<file path="config.mk">
export PLATFORM = sky130hd
export DESIGN_NAME = clip_rectangle_stack_flat
export DESIGN_NICKNAME = d
export VERILOG_FILES = /design/src/rtl/core/crs_pkg.sv /design/src/rtl/core/crs_if.sv /design/src/rtl/core/crs_geom.sv /design/src/rtl/core/crs_store.sv /design/src/rtl/core/clip_rectangle_stack.sv /design/src/flat_wrapper.sv
export VERILOG_INCLUDE_DIRS = /design/src /design/src/rtl/core
export SDC_FILE = /design/constraint.sdc
export NUM_CORES = 2
export LEC_CHECK = 0
export ABC_CLOCK_PERIOD_IN_PS = 14600
export BUFFER_PORTS_ARGS = -buffer_cell sky130_fd_sc_hd__buf_4
export CAP_MARGIN = 20
export CORE_MARGIN = 10
export CORE_UTILIZATION = 50
export CTS_BUF_LIST = sky130_fd_sc_hd__clkbuf_16
export DETAILED_ROUTE_END_ITERATION = 6
export GPL_ROUTABILITY_DRIVEN = 0
export HOLD_SLACK_MARGIN = 0.06
export MAX_ROUTING_LAYER = met4
export PLACE_DENSITY = 0.67
export SYNTH_ARGS = -nofsm -noshare
export SYNTH_HDL_FRONTEND = slang
export SYNTH_HIERARCHICAL = 1
export SYNTH_SLANG_ARGS = --single-unit
</file>
<file path="constraint.sdc">
create_clock -name clock -period 14.6 [get_ports clock]
set_clock_uncertainty 0.15 [all_clocks]
set_input_delay 2.19 -clock clock [delete_from_list [all_inputs] [get_ports clock]]
set_output_delay 2.19 -clock clock [all_outputs]
set_load 0.01 [all_outputs]
</file>
<file path="src/rtl/core/clip_rectangle_stack_macros.svh">
// Assertion macros for the clip rectangle stack.
// Used by crs_store, the RTL file that carries concurrent assertions; needs no package.
`ifndef CLIP_RECTANGLE_STACK_MACROS_SVH
`define CLIP_RECTANGLE_STACK_MACROS_SVH
`ifndef NO_ASSERTIONS
`define CRS_ASSERT_SAME(label, ante, cons) \
   label: assert property (@(posedge clock) disable iff (reset) (ante) |-> (cons)) \
      else $error("clip_rectangle_stack: same-cycle check failed");
`define CRS_ASSERT_NEXT(label, ante, cons) \
   label: assert property (@(posedge clock) disable iff (reset) (ante) |=> (cons)) \
      else $error("clip_rectangle_stack: next-cycle check failed");
`else
`define CRS_ASSERT_SAME(label, ante, cons)
`define CRS_ASSERT_NEXT(label, ante, cons)
`endif
`endif

</file>
<file path="src/rtl/core/crs_pkg.sv">
// Shared types, codes and constants of the clip rectangle stack.
// No dependencies; every other RTL file but the assertion macros uses it.
package crs_pkg;

   localparam int unsigned COORD_W             = 16;
   localparam int unsigned DEPTH_W             = 4;
   localparam int unsigned STACK_DEPTH_DEFAULT = 8;

   typedef enum logic [1:0] {
      MODE_PUSH = 2'd0,
      MODE_POP  = 2'd1,
      MODE_JOIN = 2'd2,
      MODE_CUT  = 2'd3
   } mode_type;

   typedef enum logic [1:0] {
      ERR_NONE  = 2'd0,
      ERR_EMPTY = 2'd1,
      ERR_FULL  = 2'd2
   } error_type;

   typedef struct packed {
      logic signed [COORD_W-1:0] x;
      logic signed [COORD_W-1:0] y;
      logic signed [COORD_W-1:0] w;
      logic signed [COORD_W-1:0] h;
      logic                      set;
   } rect_type;

   typedef struct packed {
      logic     valid;
      mode_type mode;
      rect_type op;
   } cmd_type;

   typedef struct packed {
      rect_type            top;
      logic [DEPTH_W-1:0]  depth;
      error_type           error;
   } result_type;

endpackage

</file>
<file path="src/rtl/core/crs_if.sv">
// Handshake interfaces of the clip rectangle stack: command and response channels.
// Depends on crs_pkg for field widths.
interface crs_req_if;
   logic                               valid;
   logic                               ready;
   logic [1:0]                         mode;
   logic signed [crs_pkg::COORD_W-1:0] rect_x;
   logic signed [crs_pkg::COORD_W-1:0] rect_y;
   logic signed [crs_pkg::COORD_W-1:0] rect_width;
   logic signed [crs_pkg::COORD_W-1:0] rect_height;
   logic                               rect_valid;

   modport source (output valid, mode, rect_x, rect_y, rect_width, rect_height, rect_valid,
                   input ready);
   modport sink   (input valid, mode, rect_x, rect_y, rect_width, rect_height, rect_valid,
                   output ready);
endinterface

interface crs_rsp_if;
   logic                               valid;
   logic                               ready;
   logic signed [crs_pkg::COORD_W-1:0] top_x;
   logic signed [crs_pkg::COORD_W-1:0] top_y;
   logic signed [crs_pkg::COORD_W-1:0] top_width;
   logic signed [crs_pkg::COORD_W-1:0] top_height;
   logic                               top_valid;
   logic [crs_pkg::DEPTH_W-1:0]        depth;
   logic [1:0]                         error;

   modport source (output valid, top_x, top_y, top_width, top_height, top_valid, depth, error,
                   input ready);
   modport sink   (input valid, top_x, top_y, top_width, top_height, top_valid, depth, error,
                   output ready);
endinterface

</file>
<file path="src/rtl/core/crs_geom.sv">
// Rectangle arithmetic: intersection and bounding box of the top clip and the operand.
// Depends on crs_pkg for rect_type.
module crs_geom (
   input  crs_pkg::rect_type top,
   input  crs_pkg::rect_type op,
   output crs_pkg::rect_type cut,
   output crs_pkg::rect_type join_box
);
   import crs_pkg::*;

   logic signed [COORD_W:0] tx, ty, tx2, ty2;
   logic signed [COORD_W:0] ox, oy, ox2, oy2;
   logic signed [COORD_W:0] cx, cy, cx2, cy2;
   logic signed [COORD_W:0] jx, jy, jx2, jy2;
   logic                    overlap;

   always_comb begin
      tx  = (COORD_W+1)'(top.x);
      ty  = (COORD_W+1)'(top.y);
      tx2 = tx + (COORD_W+1)'(top.w);
      ty2 = ty + (COORD_W+1)'(top.h);
      ox  = (COORD_W+1)'(op.x);
      oy  = (COORD_W+1)'(op.y);
      ox2 = ox + (COORD_W+1)'(op.w);
      oy2 = oy + (COORD_W+1)'(op.h);

      overlap = (ox <= tx2) && (ox2 >= tx) && (oy <= ty2) && (oy2 >= ty);

      cx  = (tx < ox) ? ox : tx;
      cy  = (ty < oy) ? oy : ty;
      cx2 = (tx2 > ox2) ? ox2 : tx2;
      cy2 = (ty2 > oy2) ? oy2 : ty2;

      jx  = (tx > ox) ? ox : tx;
      jy  = (ty > oy) ? oy : ty;
      jx2 = (tx2 < ox2) ? ox2 : tx2;
      jy2 = (ty2 < oy2) ? oy2 : ty2;

      if (!top.set) begin
         cut = op;
      end else if (!op.set) begin
         cut = top;
      end else if (!overlap) begin
         cut = '0;
      end else begin
         cut.x   = cx[COORD_W-1:0];
         cut.y   = cy[COORD_W-1:0];
         cut.w   = COORD_W'(cx2 - cx);
         cut.h   = COORD_W'(cy2 - cy);
         cut.set = 1'b1;
      end

      if (!top.set || !op.set) begin
         join_box = '0;
      end else begin
         join_box.x   = jx[COORD_W-1:0];
         join_box.y   = jy[COORD_W-1:0];
         join_box.w   = COORD_W'(jx2 - jx);
         join_box.h   = COORD_W'(jy2 - jy);
         join_box.set = 1'b1;
      end
   end

endmodule

</file>
<file path="src/rtl/core/crs_store.sv">
// Stack state: entry count, cached top and next-below entries, memory of older entries.
// Depends on crs_pkg, crs_geom and the assertion macros.
`include "clip_rectangle_stack_macros.svh"
module crs_store #(
   parameter int unsigned STACK_DEPTH = crs_pkg::STACK_DEPTH_DEFAULT
) (
   input  logic                 clock,
   input  logic                 reset,
   input  crs_pkg::cmd_type     cmd,
   output crs_pkg::result_type  result
);
   import crs_pkg::*;

   localparam int unsigned CW = $clog2(STACK_DEPTH + 1);
   localparam int unsigned AW = (STACK_DEPTH > 1) ? $clog2(STACK_DEPTH) : 1;

   logic [CW-1:0] count_ff, count_in;
   rect_type      top_ff, top_in;
   rect_type      below_ff;
   rect_type      mem [STACK_DEPTH];

   rect_type      op;
   rect_type      cut;
   rect_type      join_box;
   logic          empty;
   logic          full;
   logic          mem_we;
   logic          mem_re;
   logic [CW-1:0] wr_idx;
   logic [CW-1:0] rd_idx;
   error_type     error;
   logic          push_ok;
   logic          pop_ok;

   assign op     = cmd.op.set ? cmd.op : '0;
   assign empty  = (count_ff == '0);
   assign full   = (count_ff == CW'(STACK_DEPTH));
   assign wr_idx = count_ff - CW'(1);
   assign rd_idx = count_ff - CW'(3);

   crs_geom u_geom (
      .top      (top_ff),
      .op       (op),
      .cut      (cut),
      .join_box (join_box)
   );

   always_comb begin
      count_in = count_ff;
      top_in   = top_ff;
      mem_we   = 1'b0;
      mem_re   = 1'b0;
      error    = ERR_NONE;
      if (cmd.valid) begin
         unique case (cmd.mode)
            MODE_PUSH: begin
               if (full) begin
                  error = ERR_FULL;
               end else begin
                  count_in = count_ff + CW'(1);
                  top_in   = empty ? op : cut;
                  mem_we   = !empty;
               end
            end
            MODE_POP: begin
               if (empty) begin
                  error = ERR_EMPTY;
               end else begin
                  count_in = count_ff - CW'(1);
                  top_in   = below_ff;
                  mem_re   = 1'b1;
               end
            end
            MODE_JOIN: begin
               if (empty) begin
                  error = ERR_EMPTY;
               end else begin
                  top_in = join_box;
               end
            end
            MODE_CUT: begin
               if (empty) begin
                  error = ERR_EMPTY;
               end else begin
                  top_in = cut;
               end
            end
            default: begin
               error = ERR_NONE;
            end
         endcase
      end
   end

   always_comb begin
      result.top   = (count_in == '0) ? '0 : top_in;
      result.depth = DEPTH_W'(count_in);
      result.error = error;
   end

   always_ff @(posedge clock) begin
      if (reset) begin
         count_ff <= '0;
      end else begin
         count_ff <= count_in;
      end
   end

   always_ff @(posedge clock) begin
      top_ff <= top_in;
      if (mem_we) begin
         mem[wr_idx[AW-1:0]] <= top_ff;
      end
      if (mem_we) begin
         below_ff <= top_ff;
      end else if (mem_re) begin
         below_ff <= mem[rd_idx[AW-1:0]];
      end
   end

   assign push_ok = !reset && cmd.valid && (cmd.mode == MODE_PUSH) && !full;
   assign pop_ok  = !reset && cmd.valid && (cmd.mode == MODE_POP) && (count_ff > CW'(1));

   `CRS_ASSERT_SAME(a_count_bound, 1'b1, count_ff <= CW'(STACK_DEPTH))
   `CRS_ASSERT_NEXT(a_push_grows, push_ok, count_ff == $past(count_ff) + CW'(1))
   `CRS_ASSERT_NEXT(a_pop_restores, pop_ok, top_ff == $past(below_ff))
   `CRS_ASSERT_SAME(a_empty_flags, cmd.valid && empty && (cmd.mode != MODE_PUSH), result.error == ERR_EMPTY)

endmodule

</file>
<file path="src/rtl/core/clip_rectangle_stack.sv">
// Clip rectangle stack top level: command register, stack state, response register.
// Depends on crs_pkg, crs_if and crs_store.
//
// Usage:
//   req_ch carries one command per transaction: mode (push, pop, join into top,
//   intersect top) and an operand rectangle x, y, width, height with a set bit.
//   rsp_ch returns exactly one transaction per command: the top clip after the
//   command, the stack depth and an error code (empty stack, full on push).
//   A command is held in an input register; when it advances it updates the stack
//   and its response is loaded into the output register, so the response is
//   offered from the output register once the command has left the input register.
//   One command is taken per cycle while
//   the receiver keeps up; the rate is set by the single update of the cached
//   top entry, which needs the previous command's result.
//   Older entries live in a memory with one write and one registered read per
//   cycle; the entry under the top is kept in a register so a pop costs no stall.
//   Reset empties the stack and drops any command or response in flight.
//   When the receiver stalls, the response holds and one more command may wait
//   in the input register; req_ch.ready then falls until the response is taken.
module clip_rectangle_stack #(
   parameter int unsigned STACK_DEPTH = crs_pkg::STACK_DEPTH_DEFAULT
) (
   input  logic      clock,
   input  logic      reset,
   crs_req_if.sink   req_ch,
   crs_rsp_if.source rsp_ch
);
   import crs_pkg::*;

   logic       in_valid_ff;
   cmd_type    in_cmd_ff;
   logic       out_valid_ff;
   result_type out_ff;
   cmd_type    cmd;
   result_type result;
   logic       advance;

   assign advance      = in_valid_ff && (!out_valid_ff || rsp_ch.ready);
   assign req_ch.ready = !in_valid_ff || advance;

   always_ff @(posedge clock) begin
      if (reset) begin
         in_valid_ff <= 1'b0;
      end else if (req_ch.ready) begin
         in_valid_ff <= req_ch.valid;
      end
   end

   always_ff @(posedge clock) begin
      if (req_ch.valid && req_ch.ready) begin
         in_cmd_ff.valid  <= 1'b1;
         in_cmd_ff.mode   <= mode_type'(req_ch.mode);
         in_cmd_ff.op.x   <= req_ch.rect_x;
         in_cmd_ff.op.y   <= req_ch.rect_y;
         in_cmd_ff.op.w   <= req_ch.rect_width;
         in_cmd_ff.op.h   <= req_ch.rect_height;
         in_cmd_ff.op.set <= req_ch.rect_valid;
      end
   end

   always_comb begin
      cmd       = in_cmd_ff;
      cmd.valid = advance;
   end

   crs_store #(
      .STACK_DEPTH (STACK_DEPTH)
   ) u_store (
      .clock  (clock),
      .reset  (reset),
      .cmd    (cmd),
      .result (result)
   );

   always_ff @(posedge clock) begin
      if (reset) begin
         out_valid_ff <= 1'b0;
      end else if (advance) begin
         out_valid_ff <= 1'b1;
      end else if (rsp_ch.ready) begin
         out_valid_ff <= 1'b0;
      end
   end

   always_ff @(posedge clock) begin
      if (advance) begin
         out_ff <= result;
      end
   end

   assign rsp_ch.valid      = out_valid_ff;
   assign rsp_ch.top_x      = out_ff.top.x;
   assign rsp_ch.top_y      = out_ff.top.y;
   assign rsp_ch.top_width  = out_ff.top.w;
   assign rsp_ch.top_height = out_ff.top.h;
   assign rsp_ch.top_valid  = out_ff.top.set;
   assign rsp_ch.depth      = out_ff.depth;
   assign rsp_ch.error      = out_ff.error;

endmodule

</file>
<file path="src/flat_wrapper.sv">
// flat-port wrapper written by rule: the top's interface ports become plain ports
module clip_rectangle_stack_flat import crs_pkg::*;
#(
   parameter int unsigned STACK_DEPTH = crs_pkg::STACK_DEPTH_DEFAULT
)
  (clock, reset, req_ch_valid, req_ch_mode, req_ch_rect_x, req_ch_rect_y, req_ch_rect_width, req_ch_rect_height, req_ch_rect_valid, req_ch_ready, rsp_ch_valid, rsp_ch_top_x, rsp_ch_top_y, rsp_ch_top_width, rsp_ch_top_height, rsp_ch_top_valid, rsp_ch_depth, rsp_ch_error, rsp_ch_ready);
  crs_req_if req_ch_i ();
  crs_rsp_if rsp_ch_i ();
  input  logic clock;
  input  logic reset;
  input wire logic [$bits(req_ch_i.valid)-1:0] req_ch_valid;
  input wire logic [$bits(req_ch_i.mode)-1:0] req_ch_mode;
  input wire logic [$bits(req_ch_i.rect_x)-1:0] req_ch_rect_x;
  input wire logic [$bits(req_ch_i.rect_y)-1:0] req_ch_rect_y;
  input wire logic [$bits(req_ch_i.rect_width)-1:0] req_ch_rect_width;
  input wire logic [$bits(req_ch_i.rect_height)-1:0] req_ch_rect_height;
  input wire logic [$bits(req_ch_i.rect_valid)-1:0] req_ch_rect_valid;
  output wire logic [$bits(req_ch_i.ready)-1:0] req_ch_ready;
  output wire logic [$bits(rsp_ch_i.valid)-1:0] rsp_ch_valid;
  output wire logic [$bits(rsp_ch_i.top_x)-1:0] rsp_ch_top_x;
  output wire logic [$bits(rsp_ch_i.top_y)-1:0] rsp_ch_top_y;
  output wire logic [$bits(rsp_ch_i.top_width)-1:0] rsp_ch_top_width;
  output wire logic [$bits(rsp_ch_i.top_height)-1:0] rsp_ch_top_height;
  output wire logic [$bits(rsp_ch_i.top_valid)-1:0] rsp_ch_top_valid;
  output wire logic [$bits(rsp_ch_i.depth)-1:0] rsp_ch_depth;
  output wire logic [$bits(rsp_ch_i.error)-1:0] rsp_ch_error;
  input wire logic [$bits(rsp_ch_i.ready)-1:0] rsp_ch_ready;
  assign req_ch_i.valid = req_ch_valid;
  assign req_ch_i.mode = req_ch_mode;
  assign req_ch_i.rect_x = req_ch_rect_x;
  assign req_ch_i.rect_y = req_ch_rect_y;
  assign req_ch_i.rect_width = req_ch_rect_width;
  assign req_ch_i.rect_height = req_ch_rect_height;
  assign req_ch_i.rect_valid = req_ch_rect_valid;
  assign req_ch_ready = req_ch_i.ready;
  assign rsp_ch_valid = rsp_ch_i.valid;
  assign rsp_ch_top_x = rsp_ch_i.top_x;
  assign rsp_ch_top_y = rsp_ch_i.top_y;
  assign rsp_ch_top_width = rsp_ch_i.top_width;
  assign rsp_ch_top_height = rsp_ch_i.top_height;
  assign rsp_ch_top_valid = rsp_ch_i.top_valid;
  assign rsp_ch_depth = rsp_ch_i.depth;
  assign rsp_ch_error = rsp_ch_i.error;
  assign rsp_ch_i.ready = rsp_ch_ready;
  clip_rectangle_stack #(.STACK_DEPTH(STACK_DEPTH)) u_core (.clock(clock), .reset(reset), .req_ch(req_ch_i), .rsp_ch(rsp_ch_i));
endmodule
</file>
==> results.toml <==
[sta]
fin_setup_tns_ps = 0
slew_headroom_pct = 16.1
grt_setup_unrepaired = "false"
finalCritPeriodShare_pct = 67.4
max_freq_mhz = 102
hold_violations = 0
min_period_ps = 9840
worstMarginPinSlew_ps = 1260
finalSetupViolCount = 0
drv_slew = 0

[cts]
cts_tree = "built"
clk_latency_ps = 650
numCtsBuffers = 83
clk_root_buffer_cell = "clkbuf_16"
cts_hold_buf = 0
clk_pin_slew_worst_paths_ps = 60
cts_resized = 0
post-cts-setup-buffer-count = 0
cts.path.max_buffers = 3
htree_levels = 3
clock-sinks = 794

[placed_design]
io_buffers = 143
post_dp_cell_area_sq_mm = 0.0461
place_hpwl_mm = 84.0

[global_route]
grt_pass1_wl_mm = 189
grt_use_total_pct = 25.6
grt_pass1_vias = 29684
overflow = 0
grt_max_degree = 122
antenna_found_initial = 0

[hold_path]
hold_path.class = "register to register"

[setup_path]
worst_path_largest_cell_delay_ps = 660
worstPathArrival_ps = 10050
slowest_stage = "buf_4"
required_ps = 14810
cpMostUsedCell = "a21oi_1"
critPathBufInv = 5
crit_path_start_kind = "register"
cp_max_fo = 54
path_class = "register to register"
endpoint_kind = "register"
crit_family = "compound AO/OA/AOI/OAI gates"

[yosys]
ys_warn_count = 6
synth_ff_type = "edfxtp_1"
ys_types = 93
ys_ff_latch = 794
ys_async_sr_fraction_pct = 0
synth_nets = 3885
synth.area.top_cells = "edfxtp_1 (49%), ha_1 (7.3%), mux4_2 (6.7%)"
synth_edf_count = 723
yosys.cell_count.top_type = "edfxtp_1"
syn_area_sq_mm = 0.0439
synth_common_cells = "edfxtp_1 (723), nor2_1 (304), ha_1 (256)"
synth_top_area_cell = "edfxtp_1"
synth_seq_area_share_pct = 52.7
syn_area_per_cell_sq_um = 12.4
synth_cells = 3550
post-synth-top-area-fraction_pct = 49.4

[finish]
nets = 3978
diodes = 0
drive_above_1_share_pct = 15.5
fin_util_pct = 56.2
area_delta_synth_final_pct = 11.4
final_cell_area_sq_mm = 0.0489

[routing]
ant_nets = 0
vias = 30589
wl_mm = 126
initialDrtViolationCount = 4000
wire_per_inst_um = 25.9
dr.pass1.iters = 7
drc = 0
vias_per_cell = 6.28

[pwr]
power.total_mw = 10.4
power.leakage_nw = 18.2
powerDensity_mw_per_mm2 = 212
peakVddDrop_mv = 0.132

[job]
maxCapViolations = 0

[run_status]
status = "completed"

[die]
start_util_pct = 50.5
die_w_um = 316
ioPinCount = 144
num_rows = 108
die-area_sq_mm = 0.100
coreArea_sq_mm = 0.0870
die_h_um = 316
[registers in the layout, summed over array words and instances, names as in the netlist]
register and count:
u_core/rsp_ch.top_width 16, u_core/rsp_ch.valid 1, u_core/u_store/top_ff 65, u_core/rsp_ch.top_x 16, u_core/u_store/mem 520, u_core/rsp_ch.top_y 16
u_core/in_valid_ff 1, u_core/u_store/below_ff 65, u_core/rsp_ch.error 2, u_core/rsp_ch.top_height 16, u_core/cmd 67, u_core/rsp_ch.depth 4
u_core/rsp_ch.top_valid 1, u_core/u_store/count_ff 4
[layout by cell type (no fill, tap or decap), types with 24 or more instances in the layout]
master     netlist  routed
a32o_1          63      63
nand2_1        173     171
mux4_2         130     130
ha_1           256     255
nand4_1         24      24
nor3_1          32      28
nor2_1         304     302
dfxtp_1         71      69
inv_1          245     263
xnor2_1         67      67
xor2_1          48      47
o21a_1          34      34
mux2i_1        153     153
a21oi_1        234     233
nor2b_1         32      31
a21o_1          57      57
o2bb2ai_1       65      65
clkbuf_16        0      86
a21boi_2        50      50
buf_4           23     203
edfxtp_1       723     723
a211o_1         67      67
nand3_1         36      35
o21ai_0        170     170
a22o_1          34      34
nand2b_1        26      26
[worst reg2reg max path: cells and delay by family, from the launching register on]
family / cells / cell delay (ps)
fa+ha+maj: 4 / 1070
mux: 1 / 170
flops: 1 / 320
simple gates: 5 / 920
compound gates: 26 / 4990
xor+xnor: 2 / 450
buf+inv: 5 / 1520
[per-layer routing]
layer | vias to the layer above | global-route usage, % | share of wire (%)
met2 | 1557 | 37.9 | 45
met4 | 0 | 7.02 | 2.6
met3 | 186 | 4.69 | 9.7
met1 | 15152 | 36.1 | 43
li1 | 13694 | - | -
met5 | - | - | 0
[worst paths after layout]
path                                   startpoint                               endpoint  slack [ps]  cells past startpoint
setup / recovery          u_core/cmd[0]$_DFFE_PP_  u_core/rsp_ch.top_width[14]$_DFFE_PP_        4760                     43
setup reg to reg          u_core/cmd[0]$_DFFE_PP_  u_core/rsp_ch.top_width[14]$_DFFE_PP_        4760                     43
hold reg to reg   u_core/in_valid_ff$_SDFFE_PP0P_       u_core/rsp_ch.valid$_SDFFE_PP0P_         360                      2
hold / removal    u_core/in_valid_ff$_SDFFE_PP0P_       u_core/rsp_ch.valid$_SDFFE_PP0P_         360                      2
[kinds of logic (layout without fill, tap and decap cells)]
kind of cell               count (synthesis)  after routing  synth area share [%]
AOI/OAI and AO/OA                        943            943                  15.3
DFF                                      794            794                  52.7
and+or+nand+nor                          697            697                  7.21
buffers and inverters                    443            605                  4.42
muxes                                    287            287                  10.3
adders and majority gates                269            269                  7.78
xor gates and xnor gates                 117            117                  2.40
[stage by stage]
step	setup slack [ps]	hold slack (ps)	cells
6_report	4760	360	4867
5_1_grt	4040	391	4867
4_1_cts	4910	364	4867
3_5_place_dp	4950	354	4713
3_3_place_gp	5170	331	4713
2_1_floorplan	3540	311	3550
[final cells by class]
class                   instances  area (sq um)
clock buffers                  86          2150
multi-input cells            2313         19000
flip-flops and latches        794         23100
fillers                      7138         38100
clock inverters                68           711
inverters                     247           927
repair buffers                204          1540
well taps                    1155          1450
[report_power, final]
group / internal, mW / switching [mW] / leakage [nW] / total [mW]
Combinational: 2.06 / 3.12 / 9.52 / 5.17
Clock: 1.31 / 0.902 / 1.47 / 2.21
Sequential: 2.71 / 0.277 / 7.26 / 2.99
Total: 6.08 / 4.29 / 18.2 / 10.4
No activity file was read; power rests on OpenSTA's default activity.
